**src/hw/rtl/tccw_pkg.sv**
```systemverilog
// ============================================================================
// Text console char writer package
// Shared types, constants and the codepoint classifier.
// ============================================================================
package tccw_pkg;

    // Ring and lookahead sizes
    localparam int LINE_SLOTS = 16384;
    localparam int LOOKAHEAD  = 5;
    localparam int SLOT_W     = $clog2(LINE_SLOTS);
    localparam int LINES_W    = $clog2(LINE_SLOTS + 1);
    localparam int HCNT_W     = $clog2(LOOKAHEAD + 1);
    localparam int COL_W      = 9;

    // Front to back queue
    localparam int FIFO_DEPTH = 2;
    localparam int QPTR_W     = $clog2(FIFO_DEPTH);
    localparam int QFILL_W    = $clog2(FIFO_DEPTH + 1);

    // Config register indexes
    localparam logic [1:0] REG_LINE_WIDTH  = 2'd0;
    localparam logic [1:0] REG_MAX_LINES   = 2'd1;
    localparam logic [1:0] REG_LEFT_MARGIN = 2'd2;

    localparam logic [7:0]  RST_LINE_WIDTH  = 8'd80;
    localparam logic [14:0] RST_MAX_LINES   = 15'd1024;
    localparam logic [7:0]  RST_LEFT_MARGIN = 8'd0;

    localparam int TAB_STEP = 8;

    // Character codes
    localparam logic [20:0] CP_TAB = 21'd9;
    localparam logic [20:0] CP_NL  = 21'd10;
    localparam logic [20:0] CP_CR  = 21'd13;
    localparam logic [20:0] CP_AMP = 21'h26;
    localparam logic [20:0] CP_C   = 21'h63;
    localparam logic [20:0] CP_R   = 21'h72;

    typedef enum logic [1:0] {
        KIND_CHAR  = 2'd0,
        KIND_LINE  = 2'd1,
        KIND_CLEAR = 2'd2
    } kind_t;

    typedef enum logic [2:0] {
        ST_IDLE,
        ST_EXEC,
        ST_DRAIN,
        ST_PUT,
        ST_WRITE,
        ST_FINISH
    } back_state_t;

    typedef struct packed {
        logic [20:0] cp;
        logic        is_amp;
        logic        is_c;
        logic        is_r;
        logic        is_nl;
        logic        is_cr;
        logic        is_tab;
        logic        hex_ok;
        logic [3:0]  hex;
    } cls_t;

    typedef struct packed {
        logic        action;
        cls_t        ch;
        logic [31:0] base;
        logic        last;
    } item_t;

    typedef struct packed {
        logic [7:0]  line_width;
        logic [14:0] max_lines;
        logic [7:0]  left_margin;
    } cfg_t;

    typedef struct packed {
        kind_t               kind;
        logic [SLOT_W-1:0]   slot;
        logic [7:0]          column;
        logic [20:0]         glyph;
        logic [31:0]         color;
        logic [LINES_W-1:0]  lines;
    } res_t;

    // Tag a codepoint with everything the back sequencer asks about it
    function automatic cls_t classify(input logic [20:0] cp);
        cls_t       r;
        logic [7:0] c;
        c        = cp[7:0];
        r.cp     = cp;
        r.is_amp = (cp == CP_AMP);
        r.is_c   = (cp == CP_C);
        r.is_r   = (cp == CP_R);
        r.is_nl  = (cp == CP_NL);
        r.is_cr  = (cp == CP_CR);
        r.is_tab = (cp == CP_TAB);
        r.hex_ok = 1'b1;
        r.hex    = 4'd0;
        if (c >= 8'h30 && c <= 8'h39) begin
            r.hex = 4'(c - 8'h30);
        end else if (c >= 8'h61 && c <= 8'h66) begin
            r.hex = 4'(c - 8'h57);
        end else if (c >= 8'h41 && c <= 8'h46) begin
            r.hex = 4'(c - 8'h37);
        end else begin
            r.hex_ok = 1'b0;
        end
        return r;
    endfunction

endpackage

```
**src/hw/rtl/tccw_front.sv**
```systemverilog
// ============================================================================
// Text console char writer front
// Accepts input items, classifies the codepoint and queues them for the back.
// ============================================================================
module tccw_front (
    input  logic                 aclk,
    input  logic                 aresetn,
    input  logic                 s_tvalid,
    output logic                 s_tready,
    input  logic [55:0]          s_tdata,
    input  logic                 s_tuser,
    input  logic                 s_tlast,
    output logic                 q_valid,
    output tccw_pkg::item_t      q_item,
    input  logic                 q_pop
);

    tccw_pkg::item_t                  mem_reg [tccw_pkg::FIFO_DEPTH];
    logic [tccw_pkg::QPTR_W-1:0]      wr_ptr_reg, wr_ptr_next;
    logic [tccw_pkg::QPTR_W-1:0]      rd_ptr_reg, rd_ptr_next;
    logic [tccw_pkg::QFILL_W-1:0]     fill_reg, fill_next;
    tccw_pkg::item_t                  in_item;
    logic                             push;
    logic                             pop;

    assign s_tready = (fill_reg != tccw_pkg::QFILL_W'(tccw_pkg::FIFO_DEPTH));
    assign q_valid  = (fill_reg != '0);
    assign q_item   = mem_reg[rd_ptr_reg];
    assign push     = s_tvalid && s_tready;
    assign pop      = q_pop && q_valid;

    always_comb begin
        in_item.action = s_tuser;
        in_item.ch     = tccw_pkg::classify(s_tdata[20:0]);
        in_item.base   = s_tdata[52:21];
        in_item.last   = s_tlast;
    end

    always_comb begin
        wr_ptr_next = wr_ptr_reg;
        rd_ptr_next = rd_ptr_reg;
        fill_next   = fill_reg;
        if (push) begin
            wr_ptr_next = (wr_ptr_reg == tccw_pkg::QPTR_W'(tccw_pkg::FIFO_DEPTH - 1))
                          ? '0 : wr_ptr_reg + 1'b1;
        end
        if (pop) begin
            rd_ptr_next = (rd_ptr_reg == tccw_pkg::QPTR_W'(tccw_pkg::FIFO_DEPTH - 1))
                          ? '0 : rd_ptr_reg + 1'b1;
        end
        case ({push, pop})
            2'b10:   fill_next = fill_reg + 1'b1;
            2'b01:   fill_next = fill_reg - 1'b1;
            default: fill_next = fill_reg;
        endcase
    end

    always_ff @(posedge aclk) begin
        if (!aresetn) begin
            wr_ptr_reg <= '0;
            rd_ptr_reg <= '0;
            fill_reg   <= '0;
        end else begin
            wr_ptr_reg <= wr_ptr_next;
            rd_ptr_reg <= rd_ptr_next;
            fill_reg   <= fill_next;
        end
    end

    always_ff @(posedge aclk) begin
        if (push) begin
            mem_reg[wr_ptr_reg] <= in_item;
        end
    end

endmodule

```
**src/hw/rtl/tccw_back.sv**
```systemverilog
// ============================================================================
// Text console char writer back
// Sequencer that drains the lookahead buffer and emits ring writes.
// ============================================================================
module tccw_back (
    input  logic                 aclk,
    input  logic                 aresetn,
    input  tccw_pkg::cfg_t       cfg,
    input  logic                 q_valid,
    input  tccw_pkg::item_t      q_item,
    output logic                 q_pop,
    output logic                 m_valid,
    input  logic                 m_ready,
    output tccw_pkg::res_t       m_res,
    output logic                 m_last
);

    tccw_pkg::back_state_t              st_reg, st_next;
    logic [tccw_pkg::SLOT_W-1:0]        head_reg, head_next;
    logic [tccw_pkg::LINES_W-1:0]       lines_reg, lines_next;
    logic [tccw_pkg::COL_W-1:0]         cur_reg, cur_next;
    logic [31:0]                        color_reg, color_next;
    tccw_pkg::cls_t                     held_reg [tccw_pkg::LOOKAHEAD];
    tccw_pkg::cls_t                     held_next [tccw_pkg::LOOKAHEAD];
    logic [tccw_pkg::HCNT_W-1:0]        cnt_reg, cnt_next;
    logic                               open_reg, open_next;
    tccw_pkg::item_t                    item_reg, item_next;
    tccw_pkg::res_t                     pend_reg, pend_next;
    logic                               pend_vld_reg, pend_vld_next;
    tccw_pkg::res_t                     out_reg;
    logic                               out_last_reg;
    logic                               out_vld_reg;

    logic                               out_free;
    logic                               can_emit;
    logic                               emit;
    tccw_pkg::res_t                     emit_res;
    logic                               push_out;
    logic                               push_last;

    logic [tccw_pkg::LINES_W-1:0]       cap;
    logic [tccw_pkg::SLOT_W-1:0]        sl_head;
    logic [tccw_pkg::LINES_W-1:0]       sl_lines;
    logic [tccw_pkg::COL_W-1:0]         width9;
    logic [tccw_pkg::COL_W-1:0]         margin9;
    logic [tccw_pkg::COL_W-1:0]         tab_col;
    tccw_pkg::res_t                     line_res;
    tccw_pkg::res_t                     write_res;
    tccw_pkg::res_t                     first_res;
    tccw_pkg::res_t                     clear_res;

    assign out_free = !out_vld_reg || m_ready;
    assign can_emit = !pend_vld_reg || out_free;
    assign m_valid  = out_vld_reg;
    assign m_res    = out_reg;
    assign m_last   = out_last_reg;

    assign width9  = {1'b0, cfg.line_width};
    assign margin9 = {1'b0, cfg.left_margin};
    assign tab_col = (cur_reg + tccw_pkg::COL_W'(tccw_pkg::TAB_STEP))
                     & ~tccw_pkg::COL_W'(tccw_pkg::TAB_STEP - 1);

    // Start-line values: advance head, bump count up to the clamped limit
    always_comb begin
        if (cfg.max_lines == '0) begin
            cap = tccw_pkg::LINES_W'(1);
        end else if (tccw_pkg::LINES_W'(cfg.max_lines) >
                     tccw_pkg::LINES_W'(tccw_pkg::LINE_SLOTS)) begin
            cap = tccw_pkg::LINES_W'(tccw_pkg::LINE_SLOTS);
        end else begin
            cap = tccw_pkg::LINES_W'(cfg.max_lines);
        end
        sl_head  = (head_reg == tccw_pkg::SLOT_W'(tccw_pkg::LINE_SLOTS - 1))
                   ? '0 : head_reg + 1'b1;
        sl_lines = (lines_reg >= cap) ? cap : lines_reg + 1'b1;
    end

    always_comb begin
        line_res        = '0;
        line_res.kind   = tccw_pkg::KIND_LINE;
        line_res.slot   = sl_head;
        line_res.lines  = sl_lines;

        first_res       = '0;
        first_res.kind  = tccw_pkg::KIND_LINE;
        first_res.slot  = head_reg;
        first_res.lines = tccw_pkg::LINES_W'(1);

        clear_res       = '0;
        clear_res.kind  = tccw_pkg::KIND_CLEAR;
        clear_res.slot  = head_reg;

        write_res.kind   = tccw_pkg::KIND_CHAR;
        write_res.slot   = head_reg;
        write_res.column = cur_reg[7:0];
        write_res.glyph  = held_reg[0].cp;
        write_res.color  = color_reg;
        write_res.lines  = lines_reg;
    end

    always_comb begin
        st_next       = st_reg;
        head_next     = head_reg;
        lines_next    = lines_reg;
        cur_next      = cur_reg;
        color_next    = color_reg;
        held_next     = held_reg;
        cnt_next      = cnt_reg;
        open_next     = open_reg;
        item_next     = item_reg;
        pend_next     = pend_reg;
        pend_vld_next = pend_vld_reg;
        emit          = 1'b0;
        emit_res      = write_res;
        push_out      = 1'b0;
        push_last     = 1'b0;
        q_pop         = 1'b0;

        case (st_reg)
            tccw_pkg::ST_IDLE: begin
                if (q_valid) begin
                    q_pop     = 1'b1;
                    item_next = q_item;
                    st_next   = tccw_pkg::ST_EXEC;
                end
            end

            tccw_pkg::ST_EXEC: begin
                if (item_reg.action) begin
                    emit     = 1'b1;
                    emit_res = clear_res;
                    if (can_emit) begin
                        lines_next = '0;
                        cur_next   = margin9;
                        cnt_next   = '0;
                        open_next  = 1'b0;
                        st_next    = tccw_pkg::ST_FINISH;
                    end
                end else begin
                    if (!open_reg && lines_reg == '0) begin
                        emit     = 1'b1;
                        emit_res = first_res;
                    end
                    if (!emit || can_emit) begin
                        if (!open_reg) begin
                            if (lines_reg == '0) begin
                                lines_next = tccw_pkg::LINES_W'(1);
                            end
                            color_next = item_reg.base;
                            open_next  = 1'b1;
                        end
                        for (int i = 0; i < tccw_pkg::LOOKAHEAD; i++) begin
                            if (tccw_pkg::HCNT_W'(i) == cnt_reg) begin
                                held_next[i] = item_reg.ch;
                            end
                        end
                        cnt_next = cnt_reg + 1'b1;
                        st_next  = tccw_pkg::ST_DRAIN;
                    end
                end
            end

            tccw_pkg::ST_DRAIN: begin
                if (cnt_reg == '0) begin
                    st_next = tccw_pkg::ST_FINISH;
                end else if (!held_reg[0].is_amp) begin
                    st_next = tccw_pkg::ST_PUT;
                end else if (cnt_reg == tccw_pkg::HCNT_W'(tccw_pkg::LOOKAHEAD)) begin
                    if (held_reg[1].is_c && held_reg[2].hex_ok && held_reg[3].hex_ok
                        && held_reg[4].hex_ok) begin
                        // digit times 17 is the digit repeated in both nibbles
                        color_next = {held_reg[2].hex, held_reg[2].hex,
                                      held_reg[3].hex, held_reg[3].hex,
                                      held_reg[4].hex, held_reg[4].hex, 8'hFF};
                        cnt_next   = '0;
                    end else if (held_reg[1].is_r) begin
                        color_next = item_reg.base;
                        for (int i = 0; i < tccw_pkg::LOOKAHEAD - 2; i++) begin
                            held_next[i] = held_reg[i + 2];
                        end
                        cnt_next = cnt_reg - tccw_pkg::HCNT_W'(2);
                    end else begin
                        st_next = tccw_pkg::ST_PUT;
                    end
                end else if (item_reg.last) begin
                    st_next = tccw_pkg::ST_PUT;
                end else begin
                    st_next = tccw_pkg::ST_FINISH;
                end
            end

            tccw_pkg::ST_PUT: begin
                if (held_reg[0].is_nl || (held_reg[0].is_tab && tab_col >= width9)) begin
                    emit     = 1'b1;
                    emit_res = line_res;
                    if (can_emit) begin
                        head_next  = sl_head;
                        lines_next = sl_lines;
                        cur_next   = margin9;
                        for (int i = 0; i < tccw_pkg::LOOKAHEAD - 1; i++) begin
                            held_next[i] = held_reg[i + 1];
                        end
                        cnt_next = cnt_reg - 1'b1;
                        st_next  = tccw_pkg::ST_DRAIN;
                    end
                end else if (held_reg[0].is_cr || held_reg[0].is_tab) begin
                    cur_next = held_reg[0].is_cr ? margin9 : tab_col;
                    for (int i = 0; i < tccw_pkg::LOOKAHEAD - 1; i++) begin
                        held_next[i] = held_reg[i + 1];
                    end
                    cnt_next = cnt_reg - 1'b1;
                    st_next  = tccw_pkg::ST_DRAIN;
                end else if (cur_reg >= width9) begin
                    // wrap first, then the write step checks the new column
                    emit     = 1'b1;
                    emit_res = line_res;
                    if (can_emit) begin
                        head_next  = sl_head;
                        lines_next = sl_lines;
                        cur_next   = margin9;
                        st_next    = tccw_pkg::ST_WRITE;
                    end
                end else begin
                    st_next = tccw_pkg::ST_WRITE;
                end
            end

            tccw_pkg::ST_WRITE: begin
                if (cur_reg < width9) begin
                    emit     = 1'b1;
                    emit_res = write_res;
                end
                if (!emit || can_emit) begin
                    cur_next = cur_reg + 1'b1;
                    for (int i = 0; i < tccw_pkg::LOOKAHEAD - 1; i++) begin
                        held_next[i] = held_reg[i + 1];
                    end
                    cnt_next = cnt_reg - 1'b1;
                    st_next  = tccw_pkg::ST_DRAIN;
                end
            end

            tccw_pkg::ST_FINISH: begin
                if (!pend_vld_reg || out_free) begin
                    if (pend_vld_reg) begin
                        push_out      = 1'b1;
                        push_last     = 1'b1;
                        pend_vld_next = 1'b0;
                    end
                    if (item_reg.last) begin
                        cnt_next  = '0;
                        open_next = 1'b0;
                    end
                    st_next = tccw_pkg::ST_IDLE;
                end
            end

            default: begin
                st_next = tccw_pkg::ST_IDLE;
            end
        endcase

        // Hold one result back so the final one can carry the last flag
        if (emit && can_emit) begin
            if (pend_vld_reg) begin
                push_out = 1'b1;
            end
            pend_next     = emit_res;
            pend_vld_next = 1'b1;
        end
    end

    always_ff @(posedge aclk) begin
        if (!aresetn) begin
            st_reg       <= tccw_pkg::ST_IDLE;
            head_reg     <= '0;
            lines_reg    <= '0;
            cur_reg      <= '0;
            color_reg    <= '0;
            cnt_reg      <= '0;
            open_reg     <= 1'b0;
            pend_vld_reg <= 1'b0;
            out_vld_reg  <= 1'b0;
        end else begin
            st_reg       <= st_next;
            head_reg     <= head_next;
            lines_reg    <= lines_next;
            cur_reg      <= cur_next;
            color_reg    <= color_next;
            cnt_reg      <= cnt_next;
            open_reg     <= open_next;
            pend_vld_reg <= pend_vld_next;
            if (push_out) begin
                out_vld_reg <= 1'b1;
            end else if (m_ready) begin
                out_vld_reg <= 1'b0;
            end
        end
    end

    always_ff @(posedge aclk) begin
        item_reg <= item_next;
        pend_reg <= pend_next;
        held_reg <= held_next;
        if (push_out) begin
            out_reg      <= pend_reg;
            out_last_reg <= push_last;
        end
    end

endmodule

```
**src/hw/rtl/text_console_char_writer.sv**
```systemverilog
// ============================================================================
// Text console char writer
// Turns a codepoint stream into character writes for a ring of text lines.
// ============================================================================
// Usage:
//   s_* carries one codepoint per item with the text's base color; s_tlast
//   marks the last codepoint of a text, s_tuser high asks for a clear of the
//   ring. m_* carries the resulting ring writes, zero or more per item; m_tlast
//   marks the last result of an input item. cfg_* writes line_width,
//   max_lines and left_margin; write them only while the block is idle.
// Sequencing and throughput:
//   A two-entry queue decouples the front from the back sequencer, which
//   runs one item at a time, one step per cycle while its results are
//   taken: a plain character goes through pop, open, drain, put, write,
//   drain and finish, also when it wraps; a newline, return or tab skips
//   the write step, and an item that is only held ends after its first drain.
//   A color code is consumed in one drain step. A result waits until the next
//   one or the end of its item is known.
// Reset:
//   aresetn (synchronous, active low) empties the queue and the ring state,
//   drops held codepoints and restores the config registers to 80, 1024, 0.
// Back pressure:
//   When m_tready is low the output register holds its item; the back stalls
//   only on its next result, and the queue keeps accepting until full.
// ============================================================================
module text_console_char_writer (
    input  logic        aclk,
    input  logic        aresetn,
    // input item channel
    input  logic        s_tvalid,
    output logic        s_tready,
    input  logic [55:0] s_tdata,   // codepoint[20:0], base_color[52:21], zero pad
    input  logic        s_tuser,   // action
    input  logic        s_tlast,   // last_of_text
    // result channel
    output logic        m_tvalid,
    input  logic        m_tready,
    output logic [95:0] m_tdata,   // slot[13:0], column[21:14], glyph[42:22],
                                   // color[74:43], lines_held[89:75], zero pad
    output logic [1:0]  m_tuser,   // kind
    output logic        m_tlast,   // last
    // configuration write port
    input  logic        cfg_we,
    input  logic [1:0]  cfg_addr,
    input  logic [14:0] cfg_wdata
);

    tccw_pkg::cfg_t     cfg_reg;
    logic               q_valid;
    tccw_pkg::item_t    q_item;
    logic               q_pop;
    tccw_pkg::res_t     res;
    logic               res_last;

    // Config registers: take a write whenever the enable is high
    always_ff @(posedge aclk) begin
        if (!aresetn) begin
            cfg_reg.line_width  <= tccw_pkg::RST_LINE_WIDTH;
            cfg_reg.max_lines   <= tccw_pkg::RST_MAX_LINES;
            cfg_reg.left_margin <= tccw_pkg::RST_LEFT_MARGIN;
        end else if (cfg_we) begin
            case (cfg_addr)
                tccw_pkg::REG_LINE_WIDTH:  cfg_reg.line_width  <= cfg_wdata[7:0];
                tccw_pkg::REG_MAX_LINES:   cfg_reg.max_lines   <= cfg_wdata;
                tccw_pkg::REG_LEFT_MARGIN: cfg_reg.left_margin <= cfg_wdata[7:0];
                default: begin
                    // no register at this index: drop the write
                end
            endcase
        end
    end

    // Front: accept, classify, queue
    tccw_front u_front (
        .aclk     (aclk),
        .aresetn  (aresetn),
        .s_tvalid (s_tvalid),
        .s_tready (s_tready),
        .s_tdata  (s_tdata),
        .s_tuser  (s_tuser),
        .s_tlast  (s_tlast),
        .q_valid  (q_valid),
        .q_item   (q_item),
        .q_pop    (q_pop)
    );

    // Back: drain the lookahead and produce ring writes
    tccw_back u_back (
        .aclk     (aclk),
        .aresetn  (aresetn),
        .cfg      (cfg_reg),
        .q_valid  (q_valid),
        .q_item   (q_item),
        .q_pop    (q_pop),
        .m_valid  (m_tvalid),
        .m_ready  (m_tready),
        .m_res    (res),
        .m_last   (res_last)
    );

    // Pack result fields, lowest field first
    assign m_tdata = {6'd0, res.lines, res.color, res.glyph, res.column, res.slot};
    assign m_tuser = res.kind;
    assign m_tlast = res_last;

endmodule

```
**config.mk**
```make
export PLATFORM = sky130hd
export DESIGN_NAME = text_console_char_writer
export DESIGN_NICKNAME = d
export VERILOG_FILES = /design/src/hw/rtl/tccw_pkg.sv /design/src/hw/rtl/tccw_front.sv /design/src/hw/rtl/tccw_back.sv /design/src/hw/rtl/text_console_char_writer.sv
export SDC_FILE = /design/constraint.sdc
export NUM_CORES = 1
export LEC_CHECK = 0
export BUFFER_PORTS_ARGS = -buffer_cell sky130_fd_sc_hd__buf_2
export CAP_MARGIN = 0
export CORE_UTILIZATION = 40
export DETAILED_ROUTE_END_ITERATION = 7
export GPL_ROUTABILITY_DRIVEN = 0
export PLACE_DENSITY = 0.65
export SYNTH_ARGS = -nofsm -noshare
export SYNTH_HDL_FRONTEND = slang
export SYNTH_SLANG_ARGS = --single-unit
```
**constraint.sdc**
```tcl
create_clock -name aclk -period 6.4 [get_ports aclk]
set_input_delay 0.64 -clock aclk [delete_from_list [all_inputs] [get_ports aclk]]
set_output_delay 0.64 -clock aclk [all_outputs]
set_load 0.02 [all_outputs]
```
==> impl_results.md, run 1 <==
- Status: completed
- Hold_ws: between 0.2 and 0.25 ns
- TNS Setup: 0 ns
- Crit. End Element: register
- Critical path's slowest cell: a21oi_4
- Reg2Reg Launch Point: u_back.cur_reg[4]$_SDFFE_PN0P_
- Clock Path Buffers: 3
- Core Area: between 0.06 and 0.07 sq mm
- Met1 Resource Use GR: between 20% and 30%
- Busiest grt layer: met2
- Synthesized flop and latch total: 645
- Register area share after synthesis: between 60% and 70%
- GRT Total Usage: 16.6%
- Post-synthesis adder-cell area fraction: under 10%
- Arr. time, crit path: 4.54 ns
- Initial antenna violation count: 5
- TritonCTS Sinks: between 600 and 700
- First-pass GRT wire length: ~90 mm
- Grt ovf: 0
- Synth area leader: edfxtp_1
- Slew headroom: roughly a quarter
- CP Launch Type: register
- Hold path cells: 1
- Cell area after synthesis: 0.0266 sq mm
- Buffers on Ports: approximately 170
- Chip height: roughly 260 microns
- Power Density: approximately 480 mW/mm^2
- Pin count of the biggest net entering global routing: 88
- Routed Antenna Nets: 0
- Fin nets: about 2.3k
- Yosys cell types: 90
- Main flop type after synthesis: edfxtp_1
- Synthesis warning total: 0
- Async S/R FF share, synth: 0%
- Wire per inst: about 19 microns
- VDD IR max: 313 uV
- Most frequent CP cell: ha_1
- IO Pins: approximately 180
- Grt met3 use: between 2 and 3%
- Compound-Gate Fraction of Synth Area: 11.6%
- Crit path buf inv count: 1
- WS Path Type: reg -> reg
- Slowest stage delay, CP: between 0.8 and 0.9 ns
- CP Cell Sequence: ha_1, nand3_1, xnor2_1, ha_1, and4_1, o21ai_1, o211a_4, a2bb2oi_4, and2_1, a21oi_4, buf_12
- Layout Utilization: between 40 and 50%
- Die Area: ~0.068 sq mm
- Largest family of logic cells by synthesized area: compound AO/OA/AOI/OAI gates
- FF-to-FF End: u_back.m_res[20]$_DFFE_PP_
- Critical hold path startpoint: s_tdata[21]
- H-tree depth: 3
- Number of global-route vias before repair: approximately 16k
- Worst Hold Path EP: u_front.mem_reg[1][1]$_DFFE_PP_
- GR met2 Demand/Resource: between 20% and 30%
- Initial cell density of the core: ~40%
- Critical Path RT: approximately 6.7 ns
- Post-Synthesis Cells: 1986
- Unrepaired setup endpoints after global routing: false
- Post-CTS Resized: 0
- Vias: roughly 17k
- Top delay family on crit path: compound AO/OA/AOI/OAI gates
- Hold-fix buffers at CTS: 0
- Clk Latency, worst-skew pair: between 0.6 and 0.7 ns
- Share of synthesized cell area in and, or, nand and nor gates: between 10% and 20%
- Least-Margin Pin Slew: ~1.1 ns
- Tmin final: 4.29 ns
- Total Power: 14.7 mW
- Area growth syn-to-layout: 14.4%
- Post-route DRC: 0
- Synth top area share: between 50% and 60%
- Reg2Reg Setup Slack: between 2 and 2.5 ns
- Layout fillers: ~5.7k
- Slew Viols, Final: 0
- Synth Area per Inst: roughly 13 sq um
- Post-synth EDFFs: ~530
- Total wire length: approximately 57 mm
- Synth area leaders: edfxtp_1 (60%), dfxtp_1 (8.6%), a221o_1 (2.9%)
- Static Leak: 10.8 nW
- Clock transition at path regs: 0.06 ns
- Clock Tree Root: clkbuf_16
- DP Wirelength: approximately 37 mm
- Share of cells above drive strength 1: between 10% and 20%
- CTS tree: built
- Post-CTS Setup Inserts: 0
- Post-synthesis mux area share: 3.44%
- Max FFs per register: roughly 150
- Peak Freq: about 230 MHz
- Die W: ~260 microns
- Std-Cell Rows: 94
- TritonCTS Buffers: 67
- Drt first pass iters: 7
- Fin crit share: 67.0%
- Final clock skew: 0.0316 ns
- Max cap viols: 0
- Type of the worst min-delay path: in -> reg
- Setup violations, final: 0
- Hold Fails Final Rpt: 0
- Max FO, Critical Path: 68
- Via/cell ratio: 5.43
- 1st-iter DRT viols: between 1.5k and 2k
- Reg2reg path depth: 11
- Post-Synth XOR/XNOR Area: 0.691%
==> report_power, final <==
group / switching (mW) / internal [mW]
sequential: 0.647 / 6.62
clock: 1.60 / 2.11
combinational: 2.40 / 1.27
==> layout by cell type, fill, tap and decap left out, types with 44 or more instances in the layout <==
cell / synthesis / final
edfxtp_1: 531 / 531
nand2_1: 182 / 181
buf_2: 28 / 171
nor2_1: 127 / 122
dfxtp_1: 114 / 113
a21oi_1: 113 / 111
a221o_1: 78 / 78
and2_1: 70 / 70
mux2_2: 68 / 68
clkbuf_16: 0 / 68
nand3_1: 66 / 66
o21ai_0: 54 / 54
and3_1: 52 / 51
ha_1: 44 / 44
==> final cells by class <==
type                    count  area [sq um]  area share (%)
diodes                      2          5.00          0.0164
clock buffers              96          1880            6.16
clock inverters            26           239           0.785
inverters                  41           154           0.506
multi-input cells        1184          7810            25.7
flip-flops and latches    645         18200            59.9
well taps                 864          1080            3.55
repair buffers            195          1050            3.44
==> cell usage after synthesis, types with 6 or more instances <==
| cell type | count |
|---|---|
| nand4_1 | 16 |
| and3_1 | 52 |
| o31ai_1 | 11 |
| a31oi_1 | 20 |
| inv_1 | 40 |
| or3_1 | 6 |
| dfxtp_1 | 114 |
| xnor2_1 | 13 |
| clkbuf_1 | 62 |
| a211oi_1 | 38 |
| ha_1 | 44 |
| a22oi_1 | 9 |
| a21oi_1 | 113 |
| buf_4 | 9 |
| a221o_1 | 78 |
| o21ai_1 | 9 |
| mux2_2 | 68 |
| nor2_1 | 127 |
| edfxtp_1 | 531 |
| o21ai_0 | 54 |
| nand3_1 | 66 |
| and2_1 | 70 |
| o22ai_1 | 16 |
| o211ai_1 | 14 |
| nor3_1 | 22 |
| nand2_1 | 182 |
| xor2_1 | 8 |
| nand2b_1 | 11 |
| nor4_1 | 9 |
| buf_1 | 20 |
| and4_1 | 6 |
| buf_2 | 28 |
| mux2i_1 | 15 |
==> per-layer routing <==
layer,part of all wire [%],routed length (microns)
met1,41,23600
met2,50,28400
met4,2.6,1490
met5,0.081,46
met3,6.0,3400
==> per-stage QoR <==
stage	cell area (sq um)	std cells	setup slack (ns)
CTS	30400	3051	2.08
finish	30400	3053	2.11
floorplan	26600	1991	1.16
global placement	28300	2929	2.21
detailed placement	28300	2929	2.10
global route	30400	3051	1.80
==> kinds of logic (layout without fill, tap and decap cells) <==
logic type,Yosys count,count (layout)
compound gates,430,430
xor+xnor,21,21
fa+ha+maj,45,45
buf+inv,162,358
flops,645,645
mux,83,83
other cells,1,8
simple gates,599,599
==> worst max-delay path by stage <==
stage	startpoint	endpoint	slack [ns]	cells past startpoint
after global routing	u_back.cur_reg[3]$_SDFFE_PN0P_	u_back.m_res[84]$_DFFE_PP_	1.80	11
after floorplan	u_back.cur_reg[3]$_SDFFE_PN0P_	u_back.m_last$_DFFE_PP_	1.16	10
after CTS	u_back.cur_reg[4]$_SDFFE_PN0P_	u_back.m_res[17]$_DFFE_PP_	2.08	11
final	u_back.cur_reg[4]$_SDFFE_PN0P_	u_back.m_res[20]$_DFFE_PP_	2.11	11
after global placement	u_back.cur_reg[3]$_SDFFE_PN0P_	u_back.m_res[47]$_DFFE_PP_	2.21	11
after detailed placement	u_back.cur_reg[3]$_SDFFE_PN0P_	u_back.m_res[80]$_DFFE_PP_	2.10	11
==> worst reg2reg max path, cell delays in order, from the launching register on <==
cell	delay (ns)
dfxtp_1	0.51
ha_1	0.35
nand3_1	0.12
xnor2_1	0.19
ha_1	0.32
and4_1	0.19
o21ai_1	0.13
o211a_4	0.23
a2bb2oi_4	0.30
and2_1	0.32
a21oi_4	0.82
buf_12	0.44
Note: power is estimated with default switching activity, not from simulation.
==> inputs of run 2 (changes only) <==
Clock period 6.4 ns to 3.9 ns, I/O delays scaled along.
==> run 2 against run 1 <==
  * Setup slack got worse by 1.8 ns
  * Core utilization grew 1.1 points
  * Sequential power rose by 64%
  * Critical endpoint is now u_back.pend_reg[12]$_DFFE_PP_
==> impl_results.md, run 2 (synthesis gave the netlist of run 1 again) <==
- Status: completed
- Max cap viols: 0 (unchanged)
- Peak Freq: 279 MHz (+20%)
- Total wire length: 56.5 mm (-0.78%)
- Share of cells above drive strength 1: 18.3% (+0.084 points)
- 1st-iter DRT viols: 1463 (-13%)
- Power Density: 778 mW/mm^2 (+62%)
- Static Leak: 11.1 nW (+2.6%)
- CTS tree: built
- Std-Cell Rows: 94 (unchanged)
- Unrepaired setup endpoints after global routing: false
- DP Wirelength: 36.8 mm (+0.71%)
- Commonest non-fill, non-tap cell in the layout: edfxtp_1
- Vias: 16.7k (+0.97%)
- GRT Total Usage: 16.4% (-0.27 points)
- Finished Layout Cells: 3113 (+2.0%)
- H-tree depth: 3 (unchanged)
- Worst slack, placed: 0.362 ns (-1.74 ns)
- TNS Setup: 0 ns (unchanged)
- VDD IR max: 377 uV (+21%)
- Clock transition at path regs: 0.06 ns (about the same)
- Internal power: 16.6 mW (+66%)
- Setup violations, final: 0 (unchanged)
- Switching share of power: 31.4% (-0.31 points)
- Setup WS post-layout: 0.312 ns (-1.80 ns)
- CP Launch Type: register
- Clock Path Buffers: 3 (unchanged)
- Slew headroom: 33.2% (+9.7 points)
- Die Area: 0.0676 sq mm (unchanged)
- Drt first pass iters: 5 (-2)
- First-pass GRT wire length: 87.8 mm (-1.2%)
- WS Path Type: reg -> reg
- Most frequent cells in the layout: edfxtp_1 (531), nand2_1 (181), buf_2 (171), nor2_1 (122), dfxtp_1 (112)
- Buffers on Ports: 171 (unchanged)
- Least-Margin Pin Slew: 1.00 ns (-0.147 ns)
- Final clock skew: 0.0190 ns (-0.0126 ns)
- Area growth syn-to-layout: 17.0%
- Area post-placement: 0.0286 sq mm (+0.90%)
- TritonCTS Buffers: 66 (-1.5%)
- Arr. time, crit path: 4.01 ns (-0.53 ns)
- Critical Path RT: 4.32 ns (-2.33 ns)
- Comb pwr share: 25.8% (+0.7 points)
- Post-route DRC: 0 (unchanged)
- Core Area: 0.0657 sq mm (unchanged)
- Grt ovf: 0 (unchanged)
- Initial cell density of the core: 40.5% (unchanged)
- Chip height: 260 microns (unchanged)
- P_sw: 7.61 mW (+64%)
- Design Area, Final: 0.0311 sq mm (+2.3%)
- Routed Antenna Nets: 0 (unchanged)
- Number of global-route vias before repair: 16.0k (-0.42%)
- Pin count of the biggest net entering global routing: 118 (+34%)
- Fin nets: 2320 (+2.7%)
- Max FFs per register: 148 (unchanged)
- Fin crit share: 92.0% (+25 points)
- Die W: 260 microns (unchanged)
- Hold_ws: 0.0383 ns (-0.181 ns)
- TritonCTS Sinks: 645 (unchanged)
- Layout Utilization: 47.4% (+1.1 points)
- Share of power burned in registers: 49.3% (-0.3 points)
- Clk Latency, worst-skew pair: 0.60 ns (about the same)
- Slew Viols, Final: 0 (unchanged)
- Tmin final: 3.59 ns (-0.701 ns)
- Via/cell ratio: 5.37 (-0.98%)
- Total Power: 24.2 mW (+65%)
- Max FO, Critical Path: 16 (-76%)
- Clock power share: 24.9% (-0.4 points)
- Type of the worst min-delay path: in -> reg
- Initial antenna violation count: 3 (-2)
- Crit. End Element: register
- Wire per inst: 18.2 microns (-2.7%)
- Clock Tree Root: clkbuf_16
- Hold Fails Final Rpt: 0 (unchanged)
- # placed instances: 2943 (+0.48%)
- IO Pins: 181 (unchanged)
run 2: path summary, 6_finish.rpt:
path                                       start                       endpoint  slack [ns]  cells past startpoint
hold / removal                     cfg_wdata[13]       cfg_reg[21]$_SDFFE_PN0P_        0.04                      3
setup reg to reg  u_back.cur_reg[4]$_SDFFE_PN0P_  u_back.pend_reg[12]$_DFFE_PP_        0.31                     11
hold reg to reg     u_back.pend_reg[9]$_DFFE_PP_      u_back.m_res[9]$_DFFE_PP_        0.41                      0
setup / recovery  u_back.cur_reg[4]$_SDFFE_PN0P_  u_back.pend_reg[12]$_DFFE_PP_        0.31                     11
run 2: worst max-delay path: stages (launching register included):
cell and delay [ns]:
dfxtp_1 0.57, ha_4 0.24, nand3_1 0.10, xnor2_1 0.18, ha_1 0.31, and4_1 0.19
o21ai_1 0.13, o211a_4 0.23, o22ai_2 0.62, and2_1 0.54, a21oi_1 0.13, o22ai_1 0.18
run 2: area by class of cell:
class	count	area, sq um
fill	5640	34600
sequential	645	18200
multi-input combinational	1184	7850
clock buffer	82	1760
timing repair buffer	258	1760
tap	864	1080
clock inverter	38	308
inverter	41	154
antenna	1	2.50
run 2: layer usage:
| layer | vias up | share of wire [%] | global-route usage [%] |
|---|---|---|---|
| met2 | 532 | 49 | 27.4 |
| met5 | - | 0.057 | 0 |
| li1 | 8006 | - | - |
| met1 | 8089 | 42 | 21.1 |
| met3 | 98 | 5.8 | 2.79 |
| met4 | 6 | 2.6 | 6.32 |
run 2: power by group through the flow:
stage	Combinational (mW)	Clock (mW)	Sequential (mW)
2_1_floorplan	4.30	0	11.9
3_5_place_dp	6.24	0	12.1
4_1_cts	6.32	6.20	12.0
5_1_grt	6.89	6.45	12.2
6_report	6.25	6.04	11.9
3_3_place_gp	6.11	0	12.0
run 2: what timing repair did:
item                                    4_1_cts  5_1_grt
hold buffers                                 49        0
buffers inserted                              0        0
endpoints found under the hold margin        97        0
resized for setup                             0        0
endpoints found under the setup margin        0        0
